File: src/hdl/mbrx_pkg.sv
// Package: types, constants and CRC-16/Modbus nibble table for the frame receiver.
`timescale 1ns / 1ps

package mbrx_pkg;

	// Frame buffer capacity and derived count width
	localparam int FRAME_CAPACITY = 64;
	localparam int CNT_W          = $clog2(FRAME_CAPACITY + 1);

	localparam logic [15:0] CRC_INIT     = 16'hFFFF;
	localparam logic [15:0] TIMER_MAX    = 16'hFFFF;
	localparam logic [7:0]  STATION_RST  = 8'd1;
	localparam logic [7:0]  ALTERNATE_RST = 8'd2;
	localparam logic [15:0] SILENCE_RST  = 16'd500;

	// Input item opcodes
	typedef enum logic {
		OP_BYTE = 1'b0,
		OP_TICK = 1'b1
	} opcode_t;

	// Result kinds
	typedef enum logic {
		KIND_BYTE = 1'b0,
		KIND_END  = 1'b1
	} kind_t;

	// Configuration register indexes
	typedef enum logic [1:0] {
		REG_STATION   = 2'd0,
		REG_ALTERNATE = 2'd1,
		REG_SILENCE   = 2'd2,
		REG_UNUSED    = 2'd3
	} cfg_reg_t;

	// One result item as produced by the frame core
	typedef struct packed {
		logic        valid;
		kind_t       kind;
		logic [7:0]  data_byte;
		logic [5:0]  byte_index;
		logic [6:0]  frame_length;
		logic        crc_ok;
		logic        overflow;
	} result_t;

	// Reflected 0xA001 polynomial, one nibble step
	function automatic logic [15:0] crc_nib(input logic [3:0] idx);
		logic [15:0] v;
		case (idx)
			4'h0: v = 16'h0000;
			4'h1: v = 16'hCC01;
			4'h2: v = 16'hD801;
			4'h3: v = 16'h1400;
			4'h4: v = 16'hF001;
			4'h5: v = 16'h3C00;
			4'h6: v = 16'h2800;
			4'h7: v = 16'hE401;
			4'h8: v = 16'hA001;
			4'h9: v = 16'h6C00;
			4'hA: v = 16'h7800;
			4'hB: v = 16'hB401;
			4'hC: v = 16'h5000;
			4'hD: v = 16'h9C01;
			4'hE: v = 16'h8801;
			4'hF: v = 16'h4400;
			default: v = 16'h0000;
		endcase
		return v;
	endfunction

	// Fold one byte into the CRC, low nibble first
	function automatic logic [15:0] crc_fold(input logic [15:0] crc, input logic [7:0] b);
		logic [15:0] c;
		c = crc_nib(b[3:0] ^ crc[3:0]) ^ (crc >> 4);
		c = crc_nib(b[7:4] ^ c[3:0]) ^ (c >> 4);
		return c;
	endfunction

endpackage

File: src/hdl/mbrx_frame_core.sv
// Frame state: byte count, silence timer, running CRC, overflow; one item per step.
`timescale 1ns / 1ps

module mbrx_frame_core import mbrx_pkg::*; (
	input  logic        clk,
	input  logic        arst_n,
	input  logic        step,
	input  opcode_t     opcode,
	input  logic [7:0]  rx_byte,
	input  logic [7:0]  station_address,
	input  logic [7:0]  alternate_address,
	input  logic [15:0] silence_limit,
	output result_t     res
);

	logic [CNT_W-1:0] count_q;
	logic [15:0]      timer_q;
	logic [15:0]      crc_q;
	logic             ovf_q;

	logic [CNT_W-1:0] count_d;
	logic [15:0]      timer_d;
	logic [15:0]      crc_d;
	logic             ovf_d;

	logic full;
	logic take;
	logic expired;

	assign full    = (count_q >= CNT_W'(FRAME_CAPACITY));
	assign take    = (count_q != '0) || (rx_byte == station_address) ||
		(rx_byte == alternate_address);
	assign expired = (timer_q > silence_limit) || (timer_q == TIMER_MAX);

	// Result and next state for the item in hand
	always_comb begin
		count_d = count_q;
		timer_d = timer_q;
		crc_d   = crc_q;
		ovf_d   = ovf_q;
		res     = '0;
		res.kind = KIND_BYTE;
		case (opcode)
			OP_BYTE: begin
				timer_d = 16'd1;
				if (full) begin
					ovf_d = 1'b1;
				end else if (take) begin
					res.valid      = 1'b1;
					res.kind       = KIND_BYTE;
					res.data_byte  = rx_byte;
					res.byte_index = 6'(count_q);
					crc_d          = crc_fold(crc_q, rx_byte);
					count_d        = count_q + CNT_W'(1);
				end
			end
			OP_TICK: begin
				if (timer_q != '0) begin
					if (expired) begin
						res.valid        = 1'b1;
						res.kind         = KIND_END;
						res.frame_length = 7'(count_q);
						res.crc_ok       = (count_q != '0) && (crc_q == '0);
						res.overflow     = ovf_q;
						count_d = '0;
						timer_d = '0;
						crc_d   = CRC_INIT;
						ovf_d   = 1'b0;
					end else begin
						timer_d = timer_q + 16'd1;
					end
				end
			end
			default: ;
		endcase
	end

	// State registers
	always_ff @(posedge clk or negedge arst_n) begin
		if (!arst_n) begin
			count_q <= '0;
			timer_q <= '0;
			crc_q   <= CRC_INIT;
			ovf_q   <= 1'b0;
		end else if (step) begin
			count_q <= count_d;
			timer_q <= timer_d;
			crc_q   <= crc_d;
			ovf_q   <= ovf_d;
		end
	end

	// Checks
	a_count_cap: assert property (@(posedge clk) disable iff (!arst_n)
		count_q <= CNT_W'(FRAME_CAPACITY))
		else $error("byte count past capacity");

	a_ovf_full: assert property (@(posedge clk) disable iff (!arst_n)
		ovf_q |-> (count_q == CNT_W'(FRAME_CAPACITY)))
		else $error("overflow set on a frame that is not full");

	a_end_clears: assert property (@(posedge clk) disable iff (!arst_n)
		(step && res.valid && res.kind == KIND_END) |=>
		(count_q == '0 && timer_q == '0 && crc_q == CRC_INIT && !ovf_q))
		else $error("frame state not cleared after frame end");

	a_no_end_stopped: assert property (@(posedge clk) disable iff (!arst_n)
		(timer_q == '0) |-> !(res.valid && res.kind == KIND_END))
		else $error("frame end with timer stopped");

	a_byte_restarts: assert property (@(posedge clk) disable iff (!arst_n)
		(step && opcode == OP_BYTE) |=> (timer_q == 16'd1))
		else $error("byte did not restart silence timer");

endmodule

File: src/hdl/modbus_rtu_frame_receiver_core.sv
// Top level: input register, config registers, frame core and output register.
`timescale 1ns / 1ps

// Modbus RTU frame receiver.
// Input channel (in_valid / in_stall): opcode 0 carries a received byte in
// rx_byte, opcode 1 is one time tick. Output channel (out_valid / out_stall)
// carries either an accepted frame byte with its index, or a frame end with
// length, CRC-16/Modbus check and overflow flag.
// Config channel (cfg_valid / cfg_ready / cfg_index / cfg_data): index 0
// station address, 1 alternate address, 2 silence limit; other indexes are
// ignored. cfg_ready is always high; write only while the block is idle.
// Flow: an accepted item is held in the input register, and the frame update
// then loads its result into the output register.
// Throughput: one item per cycle while the output is not stalled.
// Stall: the output register holds a result while out_valid is stalled; one
// more item is held in the input register, and items that give no result
// still pass. in_stall rises only when the input register cannot drain.
// Reset: asynchronous, clears the frame (count 0, timer stopped, CRC 0xFFFF)
// and loads the address and silence registers with 1, 2 and 500.
module modbus_rtu_frame_receiver_core import mbrx_pkg::*; (
	input  logic        clk,
	input  logic        arst_n,
	input  logic        in_valid,
	output logic        in_stall,
	input  logic        opcode,
	input  logic [7:0]  rx_byte,
	output logic        out_valid,
	input  logic        out_stall,
	output logic        result_kind,
	output logic [7:0]  data_byte,
	output logic [5:0]  byte_index,
	output logic [6:0]  frame_length,
	output logic        crc_ok,
	output logic        overflow,
	input  logic        cfg_valid,
	output logic        cfg_ready,
	input  logic [1:0]  cfg_index,
	input  logic [15:0] cfg_data
);

	logic [7:0]  station_q;
	logic [7:0]  alternate_q;
	logic [15:0] silence_q;

	logic        valid_s1;
	opcode_t     opcode_s1;
	logic [7:0]  byte_s1;

	logic        out_valid_q;
	result_t     out_q;
	result_t     res;
	logic        out_free;
	logic        step;
	logic        in_take;

	// Configuration registers
	assign cfg_ready = 1'b1;

	always_ff @(posedge clk or negedge arst_n) begin
		if (!arst_n) begin
			station_q   <= STATION_RST;
			alternate_q <= ALTERNATE_RST;
			silence_q   <= SILENCE_RST;
		end else if (cfg_valid && cfg_ready) begin
			case (cfg_reg_t'(cfg_index))
				REG_STATION:   station_q   <= cfg_data[7:0];
				REG_ALTERNATE: alternate_q <= cfg_data[7:0];
				REG_SILENCE:   silence_q   <= cfg_data;
				default: ;
			endcase
		end
	end

	// Handshake: s1 drains when output is free or the item gives no result
	assign out_free = !out_valid_q || !out_stall;
	assign step     = valid_s1 && (out_free || !res.valid);
	assign in_stall = valid_s1 && !step;
	assign in_take  = in_valid && !in_stall;

	// Input register
	always_ff @(posedge clk or negedge arst_n) begin
		if (!arst_n) begin
			valid_s1 <= 1'b0;
		end else if (in_take) begin
			valid_s1 <= 1'b1;
		end else if (step) begin
			valid_s1 <= 1'b0;
		end
	end

	always_ff @(posedge clk) begin
		if (in_take) begin
			opcode_s1 <= opcode_t'(opcode);
			byte_s1   <= rx_byte;
		end
	end

	mbrx_frame_core u_core (
		.clk               (clk),
		.arst_n            (arst_n),
		.step              (step),
		.opcode            (opcode_s1),
		.rx_byte           (byte_s1),
		.station_address   (station_q),
		.alternate_address (alternate_q),
		.silence_limit     (silence_q),
		.res               (res)
	);

	// Output register
	always_ff @(posedge clk or negedge arst_n) begin
		if (!arst_n) begin
			out_valid_q <= 1'b0;
		end else if (step && res.valid) begin
			out_valid_q <= 1'b1;
		end else if (!out_stall) begin
			out_valid_q <= 1'b0;
		end
	end

	always_ff @(posedge clk) begin
		if (step && res.valid) begin
			out_q <= res;
		end
	end

	assign out_valid    = out_valid_q;
	assign result_kind  = out_q.kind;
	assign data_byte    = out_q.data_byte;
	assign byte_index   = out_q.byte_index;
	assign frame_length = out_q.frame_length;
	assign crc_ok       = out_q.crc_ok;
	assign overflow     = out_q.overflow;

endmodule
File: config.mk
export PLATFORM = sky130hd
export DESIGN_NAME = modbus_rtu_frame_receiver_core
export DESIGN_NICKNAME = d
export VERILOG_FILES = /design/src/hdl/mbrx_pkg.sv /design/src/hdl/mbrx_frame_core.sv /design/src/hdl/modbus_rtu_frame_receiver_core.sv
export SDC_FILE = /design/constraint.sdc
export NUM_CORES = 1
export LEC_CHECK = 0
export ABC_AREA = 1
export BUFFER_PORTS_ARGS = -buffer_cell sky130_fd_sc_hd__buf_2
export CAP_MARGIN = 20
export CORE_UTILIZATION = 50
export CTS_CLUSTER_DIAMETER = 40
export DETAILED_ROUTE_END_ITERATION = 8
export PLACE_DENSITY = 0.76
export SLEW_MARGIN = 20
export SYNTH_ARGS = -nofsm -noshare
export SYNTH_HDL_FRONTEND = slang
export SYNTH_SLANG_ARGS = --single-unit
File: constraint.sdc
create_clock -name clk -period 4.25 [get_ports clk]
set_clock_uncertainty 0.05 [all_clocks]
set_input_delay 0.2125 -clock clk [delete_from_list [all_inputs] [get_ports clk]]
set_output_delay 0.2125 -clock clk [all_outputs]
set_load 0.03 [all_outputs]
Word-level counts from Yosys, hierarchy flattened
Memory sizes are Yosys's and may differ from the RTL's.
Index checks and enable logic that the tools add are counted.
Word-level totals
  register bits: 107
  bits in read-only memories: 224
  bits of input ports: 32
  output and inout bits: 27
  word-level logic and storage cells: 100
  memories: 2
Memories
  (name not given): depth 16, bits a word 7, rd ports 1, clocked after memory_dff 0, wr ports 0, line mbrx_pkg.sv:50  | case (idx)
  (name not given): depth 16, bits a word 7, rd ports 1, clocked after memory_dff 0, wr ports 0, line mbrx_pkg.sv:50
Cells by class
  $add $sub $neg: 2
  order comparisons: 2
  equal/unequal tests: 11
  multiplexer cells: 32
  bitwise gates (word level): 6
  reductions and logical operators: 28
Operator list (count)
  $mux 16: 14
  $pmux 16 s2: 2
  $xor 16x12->16: 2
  $mux 7: 4
  $add 16x1->16 const B: 1
  $eq 16x16->1 const B: 1
  $eq 8x8->1: 2
  $gt 16x16->1: 1
  $logic_not 16->1: 1
  $reduce_bool 16->1: 1
  $pmux 7 s2: 1
  $ne 2x1->1 const B: 5
  $reduce_and 2->1: 4
  $xor 4x4->4: 2
  $add 7x1->7 const B: 1
  $ge 7x7->1 const B: 1
  $mux 1: 7
  $reduce_bool 7->1: 1
  $logic_and 1x1->1: 5
  $logic_not 1->1: 5
  $logic_or 1x1->1: 5
  $reduce_and 5->1: 1
  $mux 2: 2
  $pmux 2 s2: 1
  10 further kinds: 11

Depth between registers and ports, before layout
Gate-level depths: netlist (run 1).
An unclocked memory read counts as a cell.
  depth in word-level cells: 16
  mapped depth: 20
  gate-level depth less buffers: 19

Hierarchy
From an unflattened synthesis (run 1), not the netlist that was laid out.
Unflattened totals
  cell total of the unflattened synthesis: 643
  area, all modules: 5758.0 sq um
Modules (own cells, without submodules)
  mbrx_frame_core: times used 1, cells each 451, area an instance 3270.6 sq um, seq. area each 1021.0 sq um
  modbus_rtu_frame_receiver_core: times used 1, cells each 192, area an instance 2487.4 sq um, seq. area each 1851.8 sq um

Least setup slack after synthesis (run 1)
No wires, ideal clock.
  kind: reg2reg
  start: register silence_q[5]
  end: register byte_s1[0] (enable)
  arrival: 2.001 ns
  slack: 1.870 ns
  cell stages (with the launch flop): 17
  buffers on the path: 1
  clock period less this slack: 2.380 ns
  cell sequence: dfstp_2 inv_1 ha_1 a21oi_1 nor2_1 nor2_1 nand2_1 nand2_1 nand2_1 nand2_1 nand2_1 nand2_2 nand2_2 nand2_2 buf_6 o21ai_1 inv_1
Between the ends
  longest elaborated chain between the ends: 12
Ends and longest elaborated chain
  from (decl): line modbus_rtu_frame_receiver_core.sv:43  | logic [15:0] silence_q;
  from (signal assigned): line modbus_rtu_frame_receiver_core.sv:68  | REG_SILENCE: silence_q <= cfg_data;
  $gt 16x16->1: line mbrx_frame_core.sv:33  | assign expired = (timer_q > silence_limit) || (timer_q == TIMER_MAX);
  $logic_or 1x1->1: line mbrx_frame_core.sv:33
  $mux 2: line mbrx_frame_core.sv:59  | if (expired) begin
  $mux 2: line mbrx_frame_core.sv:58  | if (timer_q != '0) begin
  $pmux 2 s2: line mbrx_frame_core.sv:43  | case (opcode)
  $logic_not 1->1: line modbus_rtu_frame_receiver_core.sv:76  | assign step = valid_s1 && (out_free || !res.valid);
  $logic_or 1x1->1: line modbus_rtu_frame_receiver_core.sv:76
  $logic_and 1x1->1: line modbus_rtu_frame_receiver_core.sv:76
  $logic_not 1->1: line modbus_rtu_frame_receiver_core.sv:77  | assign in_stall = valid_s1 && !step;
  $logic_and 1x1->1: line modbus_rtu_frame_receiver_core.sv:77
  $logic_not 1->1: line modbus_rtu_frame_receiver_core.sv:78  | assign in_take = in_valid && !in_stall;
  $logic_and 1x1->1: line modbus_rtu_frame_receiver_core.sv:78
  named net in_take: line modbus_rtu_frame_receiver_core.sv:54  | logic in_take;
  to (signal assigned): line modbus_rtu_frame_receiver_core.sv:94  | byte_s1 <= rx_byte;
  to (decl): line modbus_rtu_frame_receiver_core.sv:47  | logic [7:0] byte_s1;
The timed path passes the listed nets, and every way through them passes these cells.
A chain may end at the register's enable or synchronous reset.

Worst setup path after layout (run 1)
  start: register u_core.timer_q[1]
  end: output in_stall
Between the ends
  longest elaborated chain between the ends: 10
  elaborated cells between the ends (all ways): 12
  classes of those cells: 1 x order compare; 1 x eq/ne; 3 x mux; 7 x reduce/logical
Ends and longest elaborated chain
  from (decl): line mbrx_frame_core.sv:17  | logic [15:0] timer_q;
  from (signal assigned): line mbrx_frame_core.sv:87  | timer_q <= timer_d;
  $gt 16x16->1 / $eq 16x16->1 (equally long branches): line mbrx_frame_core.sv:33
  $logic_or 1x1->1: line mbrx_frame_core.sv:33
  $mux 2: line mbrx_frame_core.sv:59
  $mux 2 (*): line mbrx_frame_core.sv:58
  $pmux 2 s2 (*): line mbrx_frame_core.sv:43
  $logic_not 1->1 (*): line modbus_rtu_frame_receiver_core.sv:76
  $logic_or 1x1->1 (*): line modbus_rtu_frame_receiver_core.sv:76
  $logic_and 1x1->1 (*): line modbus_rtu_frame_receiver_core.sv:76
  $logic_not 1->1 (*): line modbus_rtu_frame_receiver_core.sv:77
  $logic_and 1x1->1 (*): line modbus_rtu_frame_receiver_core.sv:77
  to (decl): line modbus_rtu_frame_receiver_core.sv:24  | output logic in_stall,
Every way passes the cells marked *; elsewhere a longest branch is shown, timed or not.

==> results of run 1 <==
## worst paths after layout
| kind | from | endpoint | slack [ps] | cells past startpoint |
|---|---|---|---|---|
| min in group asynchronous | arst_n | u_core.count_q[4]$_DFFE_PN0P_ | 450 | 2 |
| max in group asynchronous | arst_n | silence_q[8]$_DFFE_PN1P_ | 2660 | 3 |
| max | u_core.timer_q[1]$_DFFE_PN0P_ | in_stall | 770 | 14 |
| max reg2reg | silence_q[5]$_DFFE_PN1P_ | u_core.timer_q[11]$_DFFE_PN0P_ | 890 | 16 |
| min | opcode | opcode_s1$_DFFE_PP_ | 10 | 1 |
| min reg2reg | u_core.crc_q[13]$_DFFE_PN1P_ | u_core.crc_q[13]$_DFFE_PN1P_ | 440 | 2 |
## logic make-up (layout without fill, tap and decap cells)
family          after synthesis  in the layout
compound gates               75             75
simple gates                351            351
buf+inv                      94            152
flops                       107            107
xor+xnor                     39             39
other cells                   1              1
fa+ha+maj                    20             20
## synthesized netlist by cell type (2+ instances only)
| cell type | n | area share |
|---|---|---|
| nor3_1 | 8 | 0.0069 |
| o21ai_1 | 18 | 0.016 |
| a21oi_1 | 21 | 0.018 |
| o21ai_0 | 35 | 0.030 |
| dfstp_2 | 24 | 0.11 |
| nor2_2 | 2 | 0.0022 |
| xor2_1 | 23 | 0.035 |
| nand3_1 | 30 | 0.026 |
| buf_2 | 6 | 0.0052 |
| nand2_1 | 170 | 0.11 |
| nor4_1 | 7 | 0.0076 |
| or2_1 | 4 | 0.0043 |
| xnor2_1 | 16 | 0.024 |
| clkbuf_1 | 16 | 0.010 |
| edfxtp_1 | 33 | 0.17 |
| nand2_2 | 4 | 0.0043 |
| buf_6 | 3 | 0.0059 |
| inv_2 | 3 | 0.0020 |
| ha_1 | 20 | 0.043 |
| nor2_1 | 84 | 0.055 |
| inv_1 | 65 | 0.042 |
| nand3b_1 | 8 | 0.010 |
| or2_2 | 3 | 0.0033 |
| nand3_2 | 3 | 0.0052 |
| nand4_1 | 26 | 0.028 |
| dfrtp_1 | 50 | 0.22 |
## area by class of cell
| class | instances | area, um^2 |
|---|---|---|
| fill | 1003 | 4507 |
| tap | 140 | 175.2 |
| timing repair buffer | 68 | 387.9 |
| clock buffer | 11 | 254.0 |
| multi-input combinational | 486 | 2512 |
| inverter | 68 | 255.2 |
| sequential | 107 | 2873 |
| clock inverter | 5 | 66.31 |
## flip-flops by register name, indices dropped and copies added (netlist names)
| signal | cells |
|---|---|
| out_valid | 1 |
| frame_length | 7 |
| u_core.count_q | 7 |
| u_core.crc_q | 16 |
| crc_ok | 1 |
| silence_q | 16 |
| overflow | 1 |
| valid_s1 | 1 |
| result_kind | 1 |
| alternate_q | 8 |
| byte_s1 | 8 |
| opcode_s1 | 1 |
| byte_index | 6 |
| station_q | 8 |
| u_core.ovf_q | 1 |
| u_core.timer_q | 16 |
| data_byte | 8 |
## through the flow
| step | instances | cell area, um^2 | hold slack [ps] |
|---|---|---|---|
| 2_1_floorplan | 687 | 5772 | -133.1 |
| 3_3_place_gp | 861 | 6123 | 326.8 |
| 3_5_place_dp | 861 | 6123 | 321.0 |
| 4_1_cts | 885 | 6524 | 8.245 |
| 5_1_grt | 885 | 6524 | 0.9355 |
| 6_report | 885 | 6524 | 11.74 |
## per-layer routing
metal / part of all wire / wire (um)
met3: 0.040 / 507
met1: 0.43 / 5479
met5: 0 / 0
met2: 0.50 / 6367
met4: 0.029 / 372
## power by group through the flow
stage	registers, mW	logic, mW	clock network, mW
final	1.50	0.952	0.888
after global routing	1.52	1.10	0.941
after CTS	1.49	0.949	0.910
after detailed placement	1.51	0.937	0
after global placement	1.50	0.894	0
after floorplan	1.51	0.686	0
## timing repair
item | CTS | global route
hold buffers | 8 | 0
resized for setup | 0 | 0
endpoints found under the hold margin | 26 | 0
==> summary.txt, run 1 <==
Drt
  – Wire per inst: 14.38 um
  – DRC: 0
  – Router iterations before antenna repair: 5
  – Via density per instance: 5.322
  – Initial DRC count: between 200 and 300
  – Routed vias: 4710
  – Remaining antenna violation count after routing: 0
  – Post-Route WL: 12730 um

Die
  – Row count: 38
  – Initial Util: 0.5233
  – I/O pins: 59
  – Die width: 109.4 um
  – Core area: ~11000 um^2
  – Die H: roughly 110 um
  – Die area: roughly 12000 um^2

Synth
  – Post-synth EDFFs: 33
  – #FFs+latches synth: 107
  – Multiplexer share of the synthesized area: 0
  – Post-Synth Simple-Gate Area: 0.2666
  – Async S/R FF share, synth: 0.6916
  – Top_reg_cell synth: dfrtp_1
  – Xor/xnor cell area share of the yosys netlist: 0.05918
  – Area share of fa/ha/maj cells after synthesis: 0.04336
  – Post-synthesis cell area: between 5000 and 6000 um^2
  – Mean Syn Cell Area: 8.401 um^2
  – Synth Area in Compound Gates: 0.06547
  – Synth warn: 0
  – Yosys cell types: 31
  – Synth Instances: 687
  – Net count after synthesis: approximately 740
  – Main combinational cell family by area after synthesis: simple AND/OR/NAND/NOR gates
  – Post-synthesis sequential area ratio: 0.4977

Setup path
  – Worst Path Buf+Inv: 1
  – CP endpoint kind: output port
  – Slowest stage delay, CP: 440 ps
  – Most numerous cell on the critical path: nand2_2
  – WP data arrival: approximately 3200 ps
  – Worst setup SP type: register
  – Crit path required time: 3990 ps
  – Worst path top cell family by delay: simple AND/OR/NAND/NOR gates
  – Worst Path Max Fanout: 20
  – WS Path Type: reg2out
  – Slowest-stage cell, CP: dfrtp_1
  – Crit-path cells: ha_1, nand2_1, nor2_4, nand2_2, nor2_2, nand3_1, nor2_1, nand3_2, nand2_1, nand2_2, nand2_2, nand2_2, nor2_2, buf_2

Power
  – Switching Share: 0.3525
  – Internal Power: between 2 and 2.5 mW
  – Psw: 1.176 mW
  – Sequential power share: 0.448
  – Tot Pwr: 3.336 mW
  – Peak VDD IR: 0.0003982 V
  – LEAKAGE: 3.076 nW
  – Logic pwr share: 0.285
  – Clk pwr share: 0.266
  – Power Density: about 510 nW/um^2

STA
  – Worst Tran Pin Value: a little under 1000 ps
  – Max Slew Vio Count: 0
  – Fin Setup TNS: 0 ps
  – Fin crit period: 3475 ps
  – Crit share post-route: 0.8177
  – # setup viols final: 0
  – RSZ-0062 raised after global routing: no
  – FMAX: 0.2878 GHz
  – Final Hold Violating Endpoints: 0
  – Slew headroom: 0.3366
  – Worst setup margin: a little under 800 ps

CTS
  – Clk buf depth: 2
  – Clock slew at reported path FFs: 80 ps
  – Setup Fix Bufs, Post-CTS: 0
  – Clock root buffer: clkbuf_16
  – CTS tree: yes
  – Total CTS buffers: 9
  – CTS HTree Levels: 3
  – Worst-Skew Late Latency: 360 ps
  – Clk sink count: 107

Flow run
  – MaxCap Viol Count: 0

Cells and area
  – Commonest non-fill, non-tap cell in the layout: nand2_1
  – Ratio of cells with drive above 1 in the final layout: 0.1544
  – Synth-to-Final Area Change: 13.03%
  – Util after Layout: 0.5914
  – Nets: roughly 790
  – Antenna diode count: 0
  – Most frequent cells in the layout: nand2_1, nor2_1, inv_1

Global routing
  – Largest net degree at the start of global routing: 42
  – M3 GR Usage: 0.04209
  – Routing usage on met1: 0.2897
  – GR Overflow Total: 0
  – Total track usage: 0.2362
  – Vias in the first global route: about 4700
  – Initial antenna violation count: 0
  – Global-route wire length before repair: 21650 um
  – Met2 track demand over resource: 0.4052
  – GRT busiest layer: met2

Place
  – Dpl ws: 910.0 ps
  – GPL Wtd Cong: 0.8574
  – Port bufs: 57
  – Placed wire-length estimate: 9066 um

Worst hold path
  – Worst hold-check path type: in2reg

Run status
  – Status: completed
Note: power is estimated with default switching activity, not from simulation.
==> run 2, diff against run 1 <==
- ABC_AREA: 1 -> 0
- PLACE_DENSITY: 0.76 -> 0.79
- clock period: 4.25 -> 3.1 ns (I/O delays scaled with it)
==> summary.txt, run 2 <==
Cells and area
  – Area of the multi-input gates: 2392 um^2 (-4.8%)
  – Commonest non-fill, non-tap cell in the layout: buf_2
  – Final-layout fill cell count: 831 (-17%)
  – Register area: 2874 um^2 (about the same)
  – Synth-to-Final Area Change: 18.64%
  – Final Non-Filler Cells: 700 (-21%)
  – Most frequent cells in the layout: buf_2, dfrtp_1, mux2_2, edfxtp_1, dlygate4sd3_1
  – Antenna diode count: 0 (unchanged)
  – Top Registers: silence_q: 16 flops, u_core.crc_q: 16 flops, u_core.timer_q: 16 flops
  – Ratio of cells with drive above 1 in the final layout: 0.3014 (+0.1471)
  – Nets: 611 (-23%)

Power
  – LEAKAGE: 2.714 nW (-12%)
  – Tot Pwr: 5.215 mW (+56%)
  – Peak VDD IR: 0.0004713 V (+18%)
  – Power Density: 808.5 nW/um^2 (+58%)

Setup path
  – Slowest-stage cell, CP: or4b_4
  – Crit-path cells: inv_1, ha_1, a21o_1, nand3_1, a2111oi_2, or4b_4, a2111oi_4, buf_4, a41oi_1, a31oi_1
  – Reg-to-reg endpoint: u_core.timer_q[13]$_DFFE_PN0P_
  – Worst Path Buf+Inv: 2 (+1)
  – Crit path from: silence_q[5]$_DFFE_PN1P_
  – Number of cells on the critical path: 10 (-4)
  – Slowest stage delay, CP: 590 ps (+150 ps)
  – CP endpoint: u_core.timer_q[13]$_DFFE_PN0P_
  – Worst Path Max Fanout: 14 (-30%)
  – Crit path required time: 3340 ps (-650 ps)
  – FF-to-FF Start: silence_q[5]$_DFFE_PN1P_
  – CP endpoint kind: register
  – Worst Reg-to-Reg Cells: 10 (-6)
  – Worst path top cell family by delay: compound AO/OA/AOI/OAI gates
  – WP data arrival: 3210 ps (about the same)
  – WS Path Type: reg2reg
  – Worst setup SP type: register
  – Setup slack, reg-to-reg: 130 ps (-760 ps)

Die
  – Core area: 10420 um^2 (-5.6%)
  – I/O pins: 59 (unchanged)
  – Row count: 37 (-2.6%)
  – Die H: 106.3 um (-2.9%)
  – Die area: 11290 um^2 (-5.7%)
  – Initial Util: 0.5219 (-0.001331)
  – Die width: 106.3 um (-2.9%)

Worst hold path
  – Worst hold-check path type: in2reg

STA
  – Worst setup margin: 126.2 ps (-648.7 ps)
  – Crit share post-route: 0.9593
  – Slew headroom: 0.4677 (+0.1311)
  – Max Slew Vio Count: 0 (unchanged)
  – FMAX: 0.3363 GHz
  – Fin crit period: 2974 ps
  – # setup viols final: 0 (unchanged)
  – Worst Tran Pin Value: 796.0 ps (-196.3 ps)
  – Final Hold Violating Endpoints: 0 (unchanged)

Drt
  – Highest routed layer: met4
  – Routed wl met2: 5996 um (-5.8%)
  – DR WL met3: 568 um (+12%)
  – DRC: 0 (unchanged)
  – Wire per inst: 16.85 um (+17%)
  – Via density per instance: 5.720 (+7.5%)
  – Initial DRC count: 160 (-40%)
  – Router iterations before antenna repair: 4 (-1)
  – Post-Route WL: 11800 um (-7.3%)
  – Routed vias: 4004 (-15%)
  – Remaining antenna violation count after routing: 0 (unchanged)
  – M1 WL: 4981 um (-9.1%)

Global routing
  – Global-route wire length before repair: 19730 um (-8.9%)
  – GR Overflow Total: 0 (unchanged)
  – Largest net degree at the start of global routing: 47 (+12%)
  – Total track usage: 0.2258 (-0.01040)
  – Initial antenna violation count: 0 (unchanged)
  – Vias in the first global route: 4059 (-13%)

Synth
  – Cell taking the most area after synthesis: dfrtp_1
  – Yosys cell types: 60 (+94%)
  – Post-synthesis cell area: 5436 um^2 (-5.8%)
  – Share of the synthesized area in the top cell type: 0.2301 (+0.01337)
  – Most frequent cells after synthesis: dfrtp_1, edfxtp_1, mux2_2
  – Top_reg_cell synth: dfrtp_1
  – Net count after synthesis: 512 (-31%)
  – Async S/R FF share, synth: 0.6916 (unchanged)
  – Mean Syn Cell Area: 11.82 um^2 (+41%)
  – #FFs+latches synth: 107 (unchanged)
  – Post-synthesis sequential area ratio: 0.5284 (+0.03070)
  – Synth Instances: 460 (-33%)
  – Synth area leaders: dfrtp_1, edfxtp_1, dfstp_2
  – Post-synth EDFFs: 33 (unchanged)
  – Synth warn: 0 (unchanged)
  – Most frequent cell after synthesis: dfrtp_1

CTS
  – Clock slew at reported path FFs: 100 ps (+20 ps)
  – CTS tree: yes
  – Clk sink count: 107 (unchanged)
  – Total CTS buffers: 9 (unchanged)
  – Clock root buffer: clkbuf_8
  – Worst-Skew Late Latency: 380 ps (+20 ps)
  – Clk buf depth: 2 (unchanged)
  – CTS HTree Levels: 3 (unchanged)

Place
  – GPL Wtd Cong: 0.8138 (-5.1%)
  – Dpl ws: 161.9 ps (-748.1 ps)
  – Placed cells: 656 (-24%)
  – Port bufs: 57 (unchanged)
  – Placed wire-length estimate: 8129 um (-10%)

Flow run
  – MaxCap Viol Count: 0 (unchanged)

Run status
  – Status: completed
[run 2: cell types whose count changed in the layout (fill, tap and decap cells not counted), sizes merged, moves of 19 or more]
| cell | delta |
|---|---|
| nand3 | -21 |
| buf | +20 |
| dlygate4sd3 | +19 |
| o21ai | -34 |
| nor2 | -72 |
| inv | -50 |
| mux2 | +33 |
| nand2 | -153 |
[run 2: logic make-up after synthesis]
family                     count (synthesis)  synth area share
AOI/OAI and AO/OA                         89            0.1160
xor gates and xnor gates                  38           0.06122
buffers and inverters                     39           0.03636
and+or+nand+nor                          132            0.1411
muxes                                     34           0.07020
DFF                                      107            0.5284
adders and majority gates                 20           0.04603
other                                      1         0.0006898
[run 2: how the worst min path moves through the flow]
| stage | from | end | slack (ps) | depth (start not counted) |
|---|---|---|---|---|
| after floorplan | arst_n | alternate_q[0]$_DFFE_PN0P_ | -190 | 0 |
| after global placement | arst_n | u_core.count_q[0]$_DFFE_PN0P_ | 180 | 1 |
| after detailed placement | arst_n | u_core.count_q[0]$_DFFE_PN0P_ | 190 | 1 |
| after CTS | out_stall | out_valid$_DFFE_PN0P_ | 40 | 3 |
| after global routing | out_stall | out_valid$_DFFE_PN0P_ | 110 | 3 |
| final | out_stall | out_valid$_DFFE_PN0P_ | 60 | 3 |
[run 2: area by class of cell]
type,instances,area share
clock buffer,11,0.02037
inverter,20,0.01164
timing repair buffer,107,0.1168
clock inverter,5,0.008341
multi-input combinational,314,0.3709
sequential,107,0.4456
tap,136,0.02638
[run 2: report_power, final]
group | switching (mW) | leakage [nW] | internal [mW] | total, mW
combinational | 1.24 | 1.43 | 0.934 | 2.17
clock | 0.456 | 0.0886 | 0.370 | 0.826
sequential | 0.296 | 1.20 | 1.92 | 2.22
total | 1.99 | 2.71 | 3.23 | 5.21
[run 2: worst register-to-register path: stages (launching register included)]
cell and delay [ps]:
dfstp_2 540, inv_1 40, ha_1 300, a21o_1 180, nand3_1 90, a2111oi_2 80, or4b_4 600, a2111oi_4 350
buf_4 260, a41oi_1 170, a31oi_1 220
[run 2: metrics by stage]
stage          area [um^2]  hold WS, ps    util  setup TNS, ps
4_1_cts               6427        44.30  0.6171              0
2_1_floorplan         5439       -190.6       -              0
5_1_grt               6450        106.4  0.6192         -3.706
3_5_place_dp          5964        190.6  0.5726              0
6_report              6450        63.51  0.6192              0
3_3_place_gp          5964        179.6  0.5726              0
[run 2: per-layer routing]
metal	vias to the layer above	GRT usage
met2	144	0.3836
li1	1887	-
met5	-	0
met3	20	0.04231
met4	0	0.08730
met1	1953	0.2848
[run 2: what timing repair did]
action                                  in CTS  in global routing
endpoints found under the setup margin       1                  1
gates resized for setup                      1                  4
hold buffers                                27                  0
buffers inserted                             0                  1
endpoints found under the hold margin       64                  0
pin swaps                                    0                  1
